`src/rtl/ppsc_pkg.sv`:
```
// Package: constants, codes and types of the pump controller.
package ppsc_pkg;

	localparam int DUTY_W        = 15;
	localparam int TIME_W        = 16;
	localparam int STEP_W        = 10;
	localparam int CODE_W        = 8;
	localparam int LEN_W         = 8;
	localparam int REQ_W         = 17;
	localparam int MODE_W        = 2;
	localparam int LEVEL_W       = 10;
	localparam int SINE_W        = 16;
	localparam int CFG_IDX_W     = 2;
	localparam int CFG_DATA_W    = 16;

	localparam int PWM_MAX_DEF      = 1023;
	localparam int SINE_ENTRIES_DEF = 256;

	localparam logic [DUTY_W-1:0] FULL_DUTY = 15'd25600;
	localparam logic [63:0] HALF_PI_Q30    = 64'd1686629713;

	localparam logic [MODE_W-1:0] MODE_STOPPED  = 2'd0;
	localparam logic [MODE_W-1:0] MODE_SOFT     = 2'd1;
	localparam logic [MODE_W-1:0] MODE_RUNNING  = 2'd2;
	localparam logic [MODE_W-1:0] MODE_FAILSAFE = 2'd3;

	localparam logic [CODE_W-1:0] CMD_STOP     = 8'd0;
	localparam logic [CODE_W-1:0] CMD_SET_DUTY = 8'd1;
	localparam logic [CODE_W-1:0] CMD_STATUS   = 8'd40;
	localparam logic [CODE_W-1:0] CMD_FAILSAFE = 8'hFF;
	localparam logic [LEN_W-1:0]  SET_DUTY_LEN = 8'd5;

	localparam logic [CFG_IDX_W-1:0] REG_MIN_DUTY  = 2'd0;
	localparam logic [CFG_IDX_W-1:0] REG_MAX_DUTY  = 2'd1;
	localparam logic [CFG_IDX_W-1:0] REG_RAMP_TIME = 2'd2;
	localparam logic [CFG_IDX_W-1:0] REG_RAMP_STEP = 2'd3;

	localparam logic [DUTY_W-1:0] MIN_DUTY_RST  = 15'd7680;
	localparam logic [DUTY_W-1:0] MAX_DUTY_RST  = 15'd24320;
	localparam logic [TIME_W-1:0] RAMP_TIME_RST = 16'd3000;
	localparam logic [STEP_W-1:0] RAMP_STEP_RST = 10'd20;

	typedef struct packed {
		logic busy;
		logic done;
	} div_stat_t;

endpackage

```
`src/rtl/ppsc_ifs.sv`:
```
// Interfaces: request, result and register write channels of the pump controller.
interface ppsc_item_if;
	import ppsc_pkg::*;
	logic                     valid;
	logic                     ready;
	logic                     kind;
	logic [CODE_W-1:0]        cmd_code;
	logic [LEN_W-1:0]         cmd_length;
	logic signed [REQ_W-1:0]  duty_request;
	modport source (output valid, kind, cmd_code, cmd_length, duty_request, input ready);
	modport sink   (input valid, kind, cmd_code, cmd_length, duty_request, output ready);
endinterface

interface ppsc_result_if;
	import ppsc_pkg::*;
	logic                 valid;
	logic                 ready;
	logic                 ack_valid;
	logic                 ack_status;
	logic [MODE_W-1:0]    mode;
	logic [LEVEL_W-1:0]   pwm_level;
	logic                 pump_on;
	logic [DUTY_W-1:0]    duty_now;
	modport source (output valid, ack_valid, ack_status, mode, pwm_level, pump_on, duty_now,
		input ready);
	modport sink   (input valid, ack_valid, ack_status, mode, pwm_level, pump_on, duty_now,
		output ready);
endinterface

interface ppsc_cfg_if;
	import ppsc_pkg::*;
	logic                   valid;
	logic                   ready;
	logic [CFG_IDX_W-1:0]   index;
	logic [CFG_DATA_W-1:0]  data;
	modport source (output valid, index, data, input ready);
	modport sink   (input valid, index, data, output ready);
endinterface

```
`src/rtl/ppsc_div.sv`:
```
// Shared restoring divider, one quotient bit per cycle.
module ppsc_div #(
	parameter int NUM_W = 29,
	parameter int DEN_W = 16,
	parameter int QUO_W = 10
) (
	input  logic                    clk,
	input  logic                    arst_n,
	input  logic                    go,
	input  logic [NUM_W-1:0]        num,
	input  logic [DEN_W-1:0]        den,
	output ppsc_pkg::div_stat_t     stat,
	output logic [QUO_W-1:0]        quo
);
	import ppsc_pkg::*;

	localparam int CNT_W = $clog2(QUO_W + 1);

	logic [DEN_W-1:0] rem_q;
	logic [DEN_W-1:0] den_q;
	logic [QUO_W-1:0] quo_q;
	logic [CNT_W-1:0] cnt_q;
	logic             busy_q;
	logic             done_q;

	logic [DEN_W:0]   trial;
	logic [DEN_W:0]   diff;
	logic             ge;

	// numerator < den * 2^QUO_W, so the remainder always fits DEN_W bits
	assign trial = {rem_q, quo_q[QUO_W-1]};
	assign diff  = trial - {1'b0, den_q};
	assign ge    = trial >= {1'b0, den_q};

	always_ff @(posedge clk or negedge arst_n) begin
		if (!arst_n) begin
			busy_q <= 1'b0;
			done_q <= 1'b0;
			cnt_q  <= '0;
		end else begin
			done_q <= 1'b0;
			if (go) begin
				busy_q <= 1'b1;
				cnt_q  <= CNT_W'(QUO_W);
			end else if (busy_q) begin
				cnt_q <= cnt_q - 1'b1;
				if (cnt_q == CNT_W'(1)) begin
					busy_q <= 1'b0;
					done_q <= 1'b1;
				end
			end
		end
	end

	always_ff @(posedge clk) begin
		if (go) begin
			rem_q <= DEN_W'(num >> QUO_W);
			quo_q <= num[QUO_W-1:0];
			den_q <= den;
		end else if (busy_q) begin
			rem_q <= ge ? diff[DEN_W-1:0] : trial[DEN_W-1:0];
			quo_q <= {quo_q[QUO_W-2:0], ge};
		end
	end

	assign stat.busy = busy_q;
	assign stat.done = done_q;
	assign quo       = quo_q;

endmodule

```
`src/rtl/pwm_pump_soft_start_controller.sv`:
```
// Top level: pump drive controller with quarter-sine soft start.
//
//   channel  dir  payload                                         accepted when
//   item     in   kind, cmd_code, cmd_length, duty_request        valid && ready
//   result   out  ack_valid, ack_status, mode, pwm_level,
//                 pump_on, duty_now                               valid && ready
//   cfg      in   index (register), data                          valid && ready
//
// One request at a time; item.ready is high only while the sequencer idles.
// Commands, and ticks that start no ramp step, go from accept straight to the result load.
// A ramp step runs one divide for the sine index, a sine table read, one
// multiply and one divide for the PWM level on the shared divider (10 quotient
// bits at default parameters); the last step takes the target and only divides.
// A result waits in the output register; a stalled result side holds the
// sequencer in its last state. cfg is always ready, no reset sweep needed.
module pwm_pump_soft_start_controller #(
	parameter int PWM_MAX      = ppsc_pkg::PWM_MAX_DEF,
	parameter int SINE_ENTRIES = ppsc_pkg::SINE_ENTRIES_DEF
) (
	input  logic           clk,
	input  logic           arst_n,
	ppsc_item_if.sink      item,
	ppsc_result_if.source  result,
	ppsc_cfg_if.sink       cfg
);
	import ppsc_pkg::*;

	localparam int IDX_W  = $clog2(SINE_ENTRIES);
	localparam int PW     = $clog2(PWM_MAX + 1);
	localparam int QUO_W  = (IDX_W > PW) ? IDX_W : PW;
	localparam int NUM_A  = TIME_W + $clog2(SINE_ENTRIES + 1);
	localparam int NUM_B  = DUTY_W + PW;
	localparam int NUM_W  = (NUM_A > NUM_B) ? NUM_A : NUM_B;

	typedef enum logic [2:0] {
		ST_IDLE,
		ST_IDX,
		ST_MUL,
		ST_PWM,
		ST_PWM_WAIT,
		ST_DONE
	} state_t;

	// config registers
	logic [DUTY_W-1:0] min_duty_q, max_duty_q;
	logic [TIME_W-1:0] ramp_time_q;
	logic [STEP_W-1:0] ramp_step_q;

	// controller state
	state_t            st_q;
	logic [MODE_W-1:0] mode_q;
	logic [DUTY_W-1:0] target_q, current_q;
	logic [PW-1:0]     pwm_q;
	logic [TIME_W-1:0] elapsed_q, since_q;
	logic              active_q;
	logic              ack_q, err_q;
	logic [SINE_W-1:0] sine_q;

	// shared divider hookup
	logic              div_go_q;
	logic [NUM_W-1:0]  div_num_q;
	logic [TIME_W-1:0] div_den_q;
	div_stat_t         div_stat;
	logic [QUO_W-1:0]  div_quo;

	// result register
	logic               out_valid_q;
	logic               out_ack_q, out_err_q, out_on_q;
	logic [MODE_W-1:0]  out_mode_q;
	logic [LEVEL_W-1:0] out_level_q;
	logic [DUTY_W-1:0]  out_duty_q;

	// quarter-sine table, folded to constants at elaboration:
	// odd Taylor terms to x^13 in Q30, truncated products, rounded to Q16, capped
	logic [SINE_W-1:0] sine_rom [SINE_ENTRIES];
	for (genvar g = 0; g < SINE_ENTRIES; g++) begin : g_rom
		localparam logic [63:0] SX  = (64'(g) * HALF_PI_Q30) / 64'(SINE_ENTRIES);
		localparam logic [63:0] T1  = ((((SX * SX) >> 30) * SX) >> 30) / 64'd6;
		localparam logic [63:0] T2  = ((((T1 * SX) >> 30) * SX) >> 30) / 64'd20;
		localparam logic [63:0] T3  = ((((T2 * SX) >> 30) * SX) >> 30) / 64'd42;
		localparam logic [63:0] T4  = ((((T3 * SX) >> 30) * SX) >> 30) / 64'd72;
		localparam logic [63:0] T5  = ((((T4 * SX) >> 30) * SX) >> 30) / 64'd110;
		localparam logic [63:0] T6  = ((((T5 * SX) >> 30) * SX) >> 30) / 64'd156;
		localparam logic [63:0] SUM = SX - T1 + T2 - T3 + T4 - T5 + T6;
		localparam logic [63:0] RND = (SUM + 64'd8192) >> 14;
		assign sine_rom[g] = (RND > 64'd65535) ? '1 : RND[SINE_W-1:0];
	end

	ppsc_div #(
		.NUM_W (NUM_W),
		.DEN_W (TIME_W),
		.QUO_W (QUO_W)
	) u_div (
		.clk    (clk),
		.arst_n (arst_n),
		.go     (div_go_q),
		.num    (div_num_q),
		.den    (div_den_q),
		.stat   (div_stat),
		.quo    (div_quo)
	);

	logic              accept;
	logic              res_take;
	logic              load_out;
	logic [TIME_W-1:0] elapsed_n, since_n;
	logic              req_bad;
	logic [DUTY_W-1:0] clamp_lo, clamp_duty;
	logic [DUTY_W-1:0] duty_sat;

	assign accept   = item.valid && item.ready;
	assign res_take = result.valid && result.ready;
	// result register takes a new status when empty or being drained
	assign load_out = (st_q == ST_DONE) && (!out_valid_q || result.ready);

	// saturating tick counters
	assign elapsed_n = (elapsed_q == '1) ? elapsed_q : elapsed_q + 1'b1;
	assign since_n   = (since_q == '1) ? since_q : since_q + 1'b1;

	// set-duty checks: short frame, negative, above full scale
	assign req_bad = (item.cmd_length < SET_DUTY_LEN) || item.duty_request[REQ_W-1]
		|| (item.duty_request[REQ_W-2:0] > (REQ_W-1)'(FULL_DUTY));
	// max clamp last, it wins over min
	assign clamp_lo   = (item.duty_request[DUTY_W-1:0] < min_duty_q) ?
		min_duty_q : item.duty_request[DUTY_W-1:0];
	assign clamp_duty = (clamp_lo > max_duty_q) ? max_duty_q : clamp_lo;

	assign duty_sat = (current_q > FULL_DUTY) ? FULL_DUTY : current_q;

	assign item.ready = (st_q == ST_IDLE);
	assign cfg.ready  = 1'b1;

	always_ff @(posedge clk or negedge arst_n) begin
		if (!arst_n) begin
			min_duty_q  <= MIN_DUTY_RST;
			max_duty_q  <= MAX_DUTY_RST;
			ramp_time_q <= RAMP_TIME_RST;
			ramp_step_q <= RAMP_STEP_RST;
		end else if (cfg.valid && cfg.ready) begin
			case (cfg.index)
				REG_MIN_DUTY:  min_duty_q  <= cfg.data[DUTY_W-1:0];
				REG_MAX_DUTY:  max_duty_q  <= cfg.data[DUTY_W-1:0];
				REG_RAMP_TIME: ramp_time_q <= cfg.data[TIME_W-1:0];
				REG_RAMP_STEP: ramp_step_q <= cfg.data[STEP_W-1:0];
				default: ;
			endcase
		end
	end

	// sequencer with its registered state
	always_ff @(posedge clk or negedge arst_n) begin
		if (!arst_n) begin
			st_q        <= ST_IDLE;
			mode_q      <= MODE_STOPPED;
			target_q    <= '0;
			current_q   <= '0;
			pwm_q       <= '0;
			elapsed_q   <= '0;
			since_q     <= '0;
			active_q    <= 1'b0;
			ack_q       <= 1'b0;
			err_q       <= 1'b0;
			sine_q      <= '0;
			div_go_q    <= 1'b0;
			div_num_q   <= '0;
			div_den_q   <= '0;
			out_valid_q <= 1'b0;
			out_ack_q   <= 1'b0;
			out_err_q   <= 1'b0;
			out_mode_q  <= MODE_STOPPED;
			out_level_q <= '0;
			out_on_q    <= 1'b0;
			out_duty_q  <= '0;
		end else begin
			div_go_q <= 1'b0;
			if (res_take && !load_out)
				out_valid_q <= 1'b0;
			case (st_q)
				ST_IDLE: begin
					if (accept) begin
						ack_q <= 1'b0;
						err_q <= 1'b0;
						st_q  <= ST_DONE;
						if (!item.kind) begin
							if (mode_q == MODE_SOFT) begin
								elapsed_q <= elapsed_n;
								since_q   <= since_n;
								if (since_n >= TIME_W'(ramp_step_q)) begin
									since_q <= '0;
									if (elapsed_n >= ramp_time_q) begin
										current_q <= target_q;
										mode_q    <= MODE_RUNNING;
										st_q      <= ST_PWM;
									end else begin
										// sine index = elapsed * entries / ramp_time
										div_num_q <= NUM_W'(elapsed_n) * NUM_W'(SINE_ENTRIES);
										div_den_q <= ramp_time_q;
										div_go_q  <= 1'b1;
										st_q      <= ST_IDX;
									end
								end
							end
						end else if (item.cmd_length != '0) begin
							ack_q <= 1'b1;
							case (item.cmd_code)
								CMD_STOP, CMD_FAILSAFE: begin
									pwm_q     <= '0;
									current_q <= '0;
									target_q  <= '0;
									active_q  <= 1'b0;
									mode_q    <= (item.cmd_code == CMD_FAILSAFE) ?
										MODE_FAILSAFE : MODE_STOPPED;
								end
								CMD_SET_DUTY: begin
									if (req_bad) begin
										err_q <= 1'b1;
									end else if (item.duty_request == '0) begin
										pwm_q     <= '0;
										current_q <= '0;
										target_q  <= '0;
										active_q  <= 1'b0;
										mode_q    <= MODE_STOPPED;
									end else begin
										target_q  <= clamp_duty;
										elapsed_q <= '0;
										since_q   <= '0;
										current_q <= '0;
										pwm_q     <= '0;
										active_q  <= 1'b1;
										mode_q    <= MODE_SOFT;
									end
								end
								CMD_STATUS: ;
								default: err_q <= 1'b1;
							endcase
						end
					end
				end
				ST_IDX: begin
					if (div_stat.done) begin
						sine_q <= sine_rom[div_quo[IDX_W-1:0]];
						st_q   <= ST_MUL;
					end
				end
				ST_MUL: begin
					current_q <= DUTY_W'((32'(target_q) * 32'(sine_q)) >> SINE_W);
					st_q      <= ST_PWM;
				end
				ST_PWM: begin
					// level = min(duty, full) * PWM_MAX / full
					div_num_q <= NUM_W'(duty_sat) * NUM_W'(PWM_MAX);
					div_den_q <= TIME_W'(FULL_DUTY);
					div_go_q  <= 1'b1;
					st_q      <= ST_PWM_WAIT;
				end
				ST_PWM_WAIT: begin
					if (div_stat.done) begin
						pwm_q <= div_quo[PW-1:0];
						st_q  <= ST_DONE;
					end
				end
				ST_DONE: begin
					if (load_out) begin
						out_valid_q <= 1'b1;
						out_ack_q   <= ack_q;
						out_err_q   <= err_q;
						out_mode_q  <= mode_q;
						out_level_q <= LEVEL_W'(pwm_q);
						out_on_q    <= active_q;
						out_duty_q  <= current_q;
						st_q        <= ST_IDLE;
					end
				end
				default: st_q <= ST_IDLE;
			endcase
		end
	end

	assign result.valid      = out_valid_q;
	assign result.ack_valid  = out_ack_q;
	assign result.ack_status = out_err_q;
	assign result.mode       = out_mode_q;
	assign result.pwm_level  = out_level_q;
	assign result.pump_on    = out_on_q;
	assign result.duty_now   = out_duty_q;

`ifndef SYNTHESIS
	a_active_mode: assert property (@(posedge clk) disable iff (!arst_n)
		active_q == ((mode_q == MODE_SOFT) || (mode_q == MODE_RUNNING)))
		else $error("pump flag disagrees with mode");
	a_ramp_below_target: assert property (@(posedge clk) disable iff (!arst_n)
		(mode_q == MODE_SOFT) |-> (current_q <= target_q))
		else $error("ramp duty above target");
	a_pwm_cap: assert property (@(posedge clk) disable iff (!arst_n)
		32'(pwm_q) <= 32'(PWM_MAX))
		else $error("pwm level above maximum");
	a_div_running: assert property (@(posedge clk) disable iff (!arst_n)
		((st_q == ST_IDX || st_q == ST_PWM_WAIT) && !div_go_q) |->
		(div_stat.busy || div_stat.done))
		else $error("waiting on an idle divider");
	a_result_from_done: assert property (@(posedge clk) disable iff (!arst_n)
		$rose(out_valid_q) |-> $past(st_q == ST_DONE))
		else $error("result loaded outside done state");
`endif

endmodule
```
`src/flat_wrapper.sv`:
```
// flat-port wrapper written by rule: the top's interface ports become plain ports
module pwm_pump_soft_start_controller_flat import ppsc_pkg::*;
#(
	parameter int PWM_MAX      = ppsc_pkg::PWM_MAX_DEF,
	parameter int SINE_ENTRIES = ppsc_pkg::SINE_ENTRIES_DEF
)
  (clk, arst_n, item_valid, item_kind, item_cmd_code, item_cmd_length, item_duty_request, item_ready, result_valid, result_ack_valid, result_ack_status, result_mode, result_pwm_level, result_pump_on, result_duty_now, result_ready, cfg_valid, cfg_index, cfg_data, cfg_ready);
  ppsc_item_if item_i ();
  ppsc_result_if result_i ();
  ppsc_cfg_if cfg_i ();
  input  logic clk;
  input  logic arst_n;
  input wire logic [$bits(item_i.valid)-1:0] item_valid;
  input wire logic [$bits(item_i.kind)-1:0] item_kind;
  input wire logic [$bits(item_i.cmd_code)-1:0] item_cmd_code;
  input wire logic [$bits(item_i.cmd_length)-1:0] item_cmd_length;
  input wire logic [$bits(item_i.duty_request)-1:0] item_duty_request;
  output wire logic [$bits(item_i.ready)-1:0] item_ready;
  output wire logic [$bits(result_i.valid)-1:0] result_valid;
  output wire logic [$bits(result_i.ack_valid)-1:0] result_ack_valid;
  output wire logic [$bits(result_i.ack_status)-1:0] result_ack_status;
  output wire logic [$bits(result_i.mode)-1:0] result_mode;
  output wire logic [$bits(result_i.pwm_level)-1:0] result_pwm_level;
  output wire logic [$bits(result_i.pump_on)-1:0] result_pump_on;
  output wire logic [$bits(result_i.duty_now)-1:0] result_duty_now;
  input wire logic [$bits(result_i.ready)-1:0] result_ready;
  input wire logic [$bits(cfg_i.valid)-1:0] cfg_valid;
  input wire logic [$bits(cfg_i.index)-1:0] cfg_index;
  input wire logic [$bits(cfg_i.data)-1:0] cfg_data;
  output wire logic [$bits(cfg_i.ready)-1:0] cfg_ready;
  assign item_i.valid = item_valid;
  assign item_i.kind = item_kind;
  assign item_i.cmd_code = item_cmd_code;
  assign item_i.cmd_length = item_cmd_length;
  assign item_i.duty_request = item_duty_request;
  assign item_ready = item_i.ready;
  assign result_valid = result_i.valid;
  assign result_ack_valid = result_i.ack_valid;
  assign result_ack_status = result_i.ack_status;
  assign result_mode = result_i.mode;
  assign result_pwm_level = result_i.pwm_level;
  assign result_pump_on = result_i.pump_on;
  assign result_duty_now = result_i.duty_now;
  assign result_i.ready = result_ready;
  assign cfg_i.valid = cfg_valid;
  assign cfg_i.index = cfg_index;
  assign cfg_i.data = cfg_data;
  assign cfg_ready = cfg_i.ready;
  pwm_pump_soft_start_controller #(.PWM_MAX(PWM_MAX), .SINE_ENTRIES(SINE_ENTRIES)) u_core (.clk(clk), .arst_n(arst_n), .item(item_i), .result(result_i), .cfg(cfg_i));
endmodule
```
`config.mk`:
```
export PLATFORM = sky130hd
export DESIGN_NAME = pwm_pump_soft_start_controller_flat
export DESIGN_NICKNAME = d
export VERILOG_FILES = /design/src/rtl/ppsc_pkg.sv /design/src/rtl/ppsc_ifs.sv /design/src/rtl/ppsc_div.sv /design/src/rtl/pwm_pump_soft_start_controller.sv /design/src/flat_wrapper.sv
export SDC_FILE = /design/constraint.sdc
export NUM_CORES = 2
export LEC_CHECK = 0
export ABC_AREA = 1
export BUFFER_PORTS_ARGS = -buffer_cell sky130_fd_sc_hd__buf_2
export CAP_MARGIN = 20
export CORE_UTILIZATION = 60
export DETAILED_ROUTE_END_ITERATION = 12
export GPL_TIMING_DRIVEN = 0
export PLACE_DENSITY = 0.88
export SYNTH_ARGS = -nofsm -noshare
export SYNTH_HDL_FRONTEND = slang
export SYNTH_HIERARCHICAL = 1
export SYNTH_SLANG_ARGS = --single-unit
```
`constraint.sdc`:
```
create_clock -name clk -period 15.8 [get_ports clk]
set_input_delay 3.16 -clock clk [delete_from_list [all_inputs] [get_ports clk]]
set_output_delay 3.16 -clock clk [all_outputs]
set_load 0.1 [all_outputs]
```
==> impl_metrics.tcl <==
set metrics [dict create \
    clk_path_buf_depth 3 \
    clk-insertion-delay-late_ns 0.62 \
    netlist_area_sq_um 31000 \
    design.die.area_sq_um 52500 \
    final_layout_size_suffix_gt1_frac 0.0538 \
    syn-mean-instance-area_sq_um 7.09 \
    post_synthesis_instance_total 4368 \
    area_growth_syn_to_layout_pct 7.43 \
    drv_slew 0 \
    cp_data_arrival_time_ns 7.83 \
    floorplan.rows 82 \
    antenna_violations_before_repair 5 \
    viasPerCell 6.08 \
    tritoncts "yes" \
    core_area_sq_um 50600 \
    critical_path.endpoint_type "flip-flop" \
    ys.warnings.count 6 \
    place_worst_setup_slack_ns 8.69 \
    fillerInstances 4210 \
    die_h_um 229 \
    hold_slack_ns 0.420 \
    place_congestion 1.09 \
    finish.cell_count_without_fillers 5189 \
    drc 0 \
    cts_num_sinks 273 \
    overflow 0 \
    drt_wl_total_mm 119 \
    final_critical_path_setup_slack_ns 8.51 \
    rsz0062_at_grt "false" \
    numPortBuffers 88 \
    worst_slew_margin_rel 0.183 \
    power.density_nw_per_um2 138 \
    nNetsFinal 5047 \
    first_pass_iters 10 \
    track_usage 0.457 \
    cts-root-buf "sky130_fd_sc_hd__clkbuf_16" \
    maxCapViolCount 0 \
    power.static_leakage_uw 0.0183 \
    vdd.ir_drop.worst_v 0.000110 \
    post_cts.repair.setup_buffers 0 \
    hp-class "flip-flop to flip-flop" \
    total_power_uw 4590 \
    total_negative_slack_for_setup_checks_ns 0 \
    worst-endpoint-required_ns 16.35 \
    postCtsHoldBufs 0 \
    initialDrtViolationCount 4012 \
    cts-buffers-inserted 30 \
    floorplan.io_pins 90 \
    final_min_period_over_clock_period 0.461 \
    worst-path-max-fanout 10 \
    clock_transition_at_path_regs_ns 0.06 \
    htree_levels 1 \
    worst_clock_skew_ns 0.0443 \
    grt_pass1_wl_mm 182 \
    floorplan.die.width_um 229 \
    floorplan.initialDensity 0.612 \
    multi_input_comb_area_sq_um 20200 \
    upper_clock_frequency_limit_mhz 137 \
    finalHoldViolations 0 \
    via_count_of_the_first_global_routing_pass 31000 \
    dp_hpwl_mm 93.9 \
    placed_cells_incl_taps 5131 \
    post_drt_wl_per_cell_um 23.0 \
    tightestPinTransition_ns 1.22 \
    critPathKind "flip-flop to flip-flop" \
    net_count_of_the_mapped_netlist 4924 \
    setup_viol_count_final 0 \
    post_cts_resize_count 0 \
    vias 31600 \
    maximum_number_of_pins_on_one_net_before_global_route_repair 86 \
    tmin_final_ns 7.29 \
    outcome "completed" \
    startpoint_type "flip-flop" \
    antenna_violating_nets_post_route 0 \
    register_area_sq_um 7060 \
]
[critical path, stage by stage, from the launching register on]
cell,delay (ns)
sky130_fd_sc_hd__dfrtp_1,0.55
sky130_fd_sc_hd__inv_1,0.29
sky130_fd_sc_hd__nor3_1,0.34
sky130_fd_sc_hd__nand4_1,0.25
sky130_fd_sc_hd__nand2_1,0.14
sky130_fd_sc_hd__inv_1,0.07
sky130_fd_sc_hd__clkbuf_1,0.25
sky130_fd_sc_hd__nor2_1,0.41
sky130_fd_sc_hd__inv_1,0.19
sky130_fd_sc_hd__fa_1,0.68
sky130_fd_sc_hd__inv_1,0.10
sky130_fd_sc_hd__fa_1,0.51
sky130_fd_sc_hd__fa_1,0.54
sky130_fd_sc_hd__fa_1,0.60
sky130_fd_sc_hd__fa_1,0.44
sky130_fd_sc_hd__ha_1,0.40
sky130_fd_sc_hd__a21oi_1,0.30
sky130_fd_sc_hd__o21a_1,0.26
sky130_fd_sc_hd__nand2_1,0.08
sky130_fd_sc_hd__nand2_1,0.08
sky130_fd_sc_hd__nand3_1,0.10
sky130_fd_sc_hd__a21oi_1,0.27
sky130_fd_sc_hd__or2_2,0.17
sky130_fd_sc_hd__nand3_1,0.11
sky130_fd_sc_hd__nand2_1,0.13
[registers in the layout, indices dropped and copies added (netlist names), 2 cells and up]
signal and count:
u_core/u_div/quo 10, u_core/elapsed_q 16, u_core/div_den_q 16, u_core/sine_q 16, u_core/max_duty_q 15, u_core/div_num_q 25
u_core/ramp_time_q 16, u_core/current_q 15, u_core/result.pwm_level 10, u_core/result.mode 2, u_core/u_div/den_q 16, u_core/min_duty_q 15
u_core/result.duty_now 15, u_core/since_q 16, u_core/pwm_q 10, u_core/ramp_step_q 10, u_core/target_q 15, u_core/u_div/cnt_q 4
u_core/mode_q 2, u_core/u_div/rem_q 16, u_core/st_q 3
[routing by layer]
| layer | vias to the layer above | part of all wire | global-route usage |
|---|---|---|---|
| met5 | - | 0.00013 | 0 |
| met4 | 2 | 0.076 | 0.280 |
| met3 | 570 | 0.11 | 0.103 |
| met2 | 2157 | 0.44 | 0.716 |
| met1 | 14900 | 0.37 | 0.577 |
| li1 | 14000 | - | - |
[cells in the final DEF (no fill, tap or decap), types with 135 or more instances in the layout]
cell type                  instances
sky130_fd_sc_hd__nand2_1        1308
sky130_fd_sc_hd__inv_1           784
sky130_fd_sc_hd__nor2_1          282
sky130_fd_sc_hd__nand3_1         266
sky130_fd_sc_hd__fa_1            256
sky130_fd_sc_hd__ha_1            243
sky130_fd_sc_hd__o21ai_0         230
sky130_fd_sc_hd__dfrtp_1         212
sky130_fd_sc_hd__a21oi_1         175
sky130_fd_sc_hd__clkbuf_1        135
[per-stage QoR]
step / area (sq um) / util
after global routing: 33300 / 0.658
after floorplan: 31000 / -
after CTS: 33300 / 0.658
final: 33300 / 0.658
after detailed placement: 32300 / 0.639
after global placement: 32200 / 0.638
[where the power goes]
| group | switching [uW] | internal (uW) |
|---|---|---|
| combinational | 2190 | 674 |
| sequential | 147 | 915 |
| clock | 311 | 359 |
[final cells by class]
type,instances,share of cell area
Timing Repair Buffer,91,0.0156
Multi-Input combinational cell,3126,0.607
Buffer,179,0.0226
Clock inverter,19,0.00440
Sequential cell,273,0.212
Inverter,790,0.0891
Tap cell,672,0.0253
Antenna cell,2,0.000150
Clock buffer,37,0.0237
[path summary, 6_finish.rpt]
| kind | startpoint | cells past startpoint | to | slack, ns |
|---|---|---|---|---|
| max in group asynchronous | arst_n | 3 | u_core/ramp_step_q[2]$_DFFE_PN1P_ | 12.03 |
| min reg2reg | u_core/div_den_q[5]$_DFFE_PN0P_ | 0 | u_core/u_div/den_q[5]$_DFFE_PP_ | 0.42 |
| min in group asynchronous | arst_n | 1 | u_core/u_div/cnt_q[1]$_DFFE_PN0P_ | 2.49 |
| max | u_core/current_q[14]$_DFFE_PN0P_ | 24 | u_core/div_num_q[24]$_DFFE_PN0P_ | 8.51 |
| max reg2reg | u_core/current_q[14]$_DFFE_PN0P_ | 24 | u_core/div_num_q[24]$_DFFE_PN0P_ | 8.51 |
| min | u_core/div_den_q[5]$_DFFE_PN0P_ | 0 | u_core/u_div/den_q[5]$_DFFE_PP_ | 0.42 |
No activity file was read; power rests on OpenSTA's default activity.
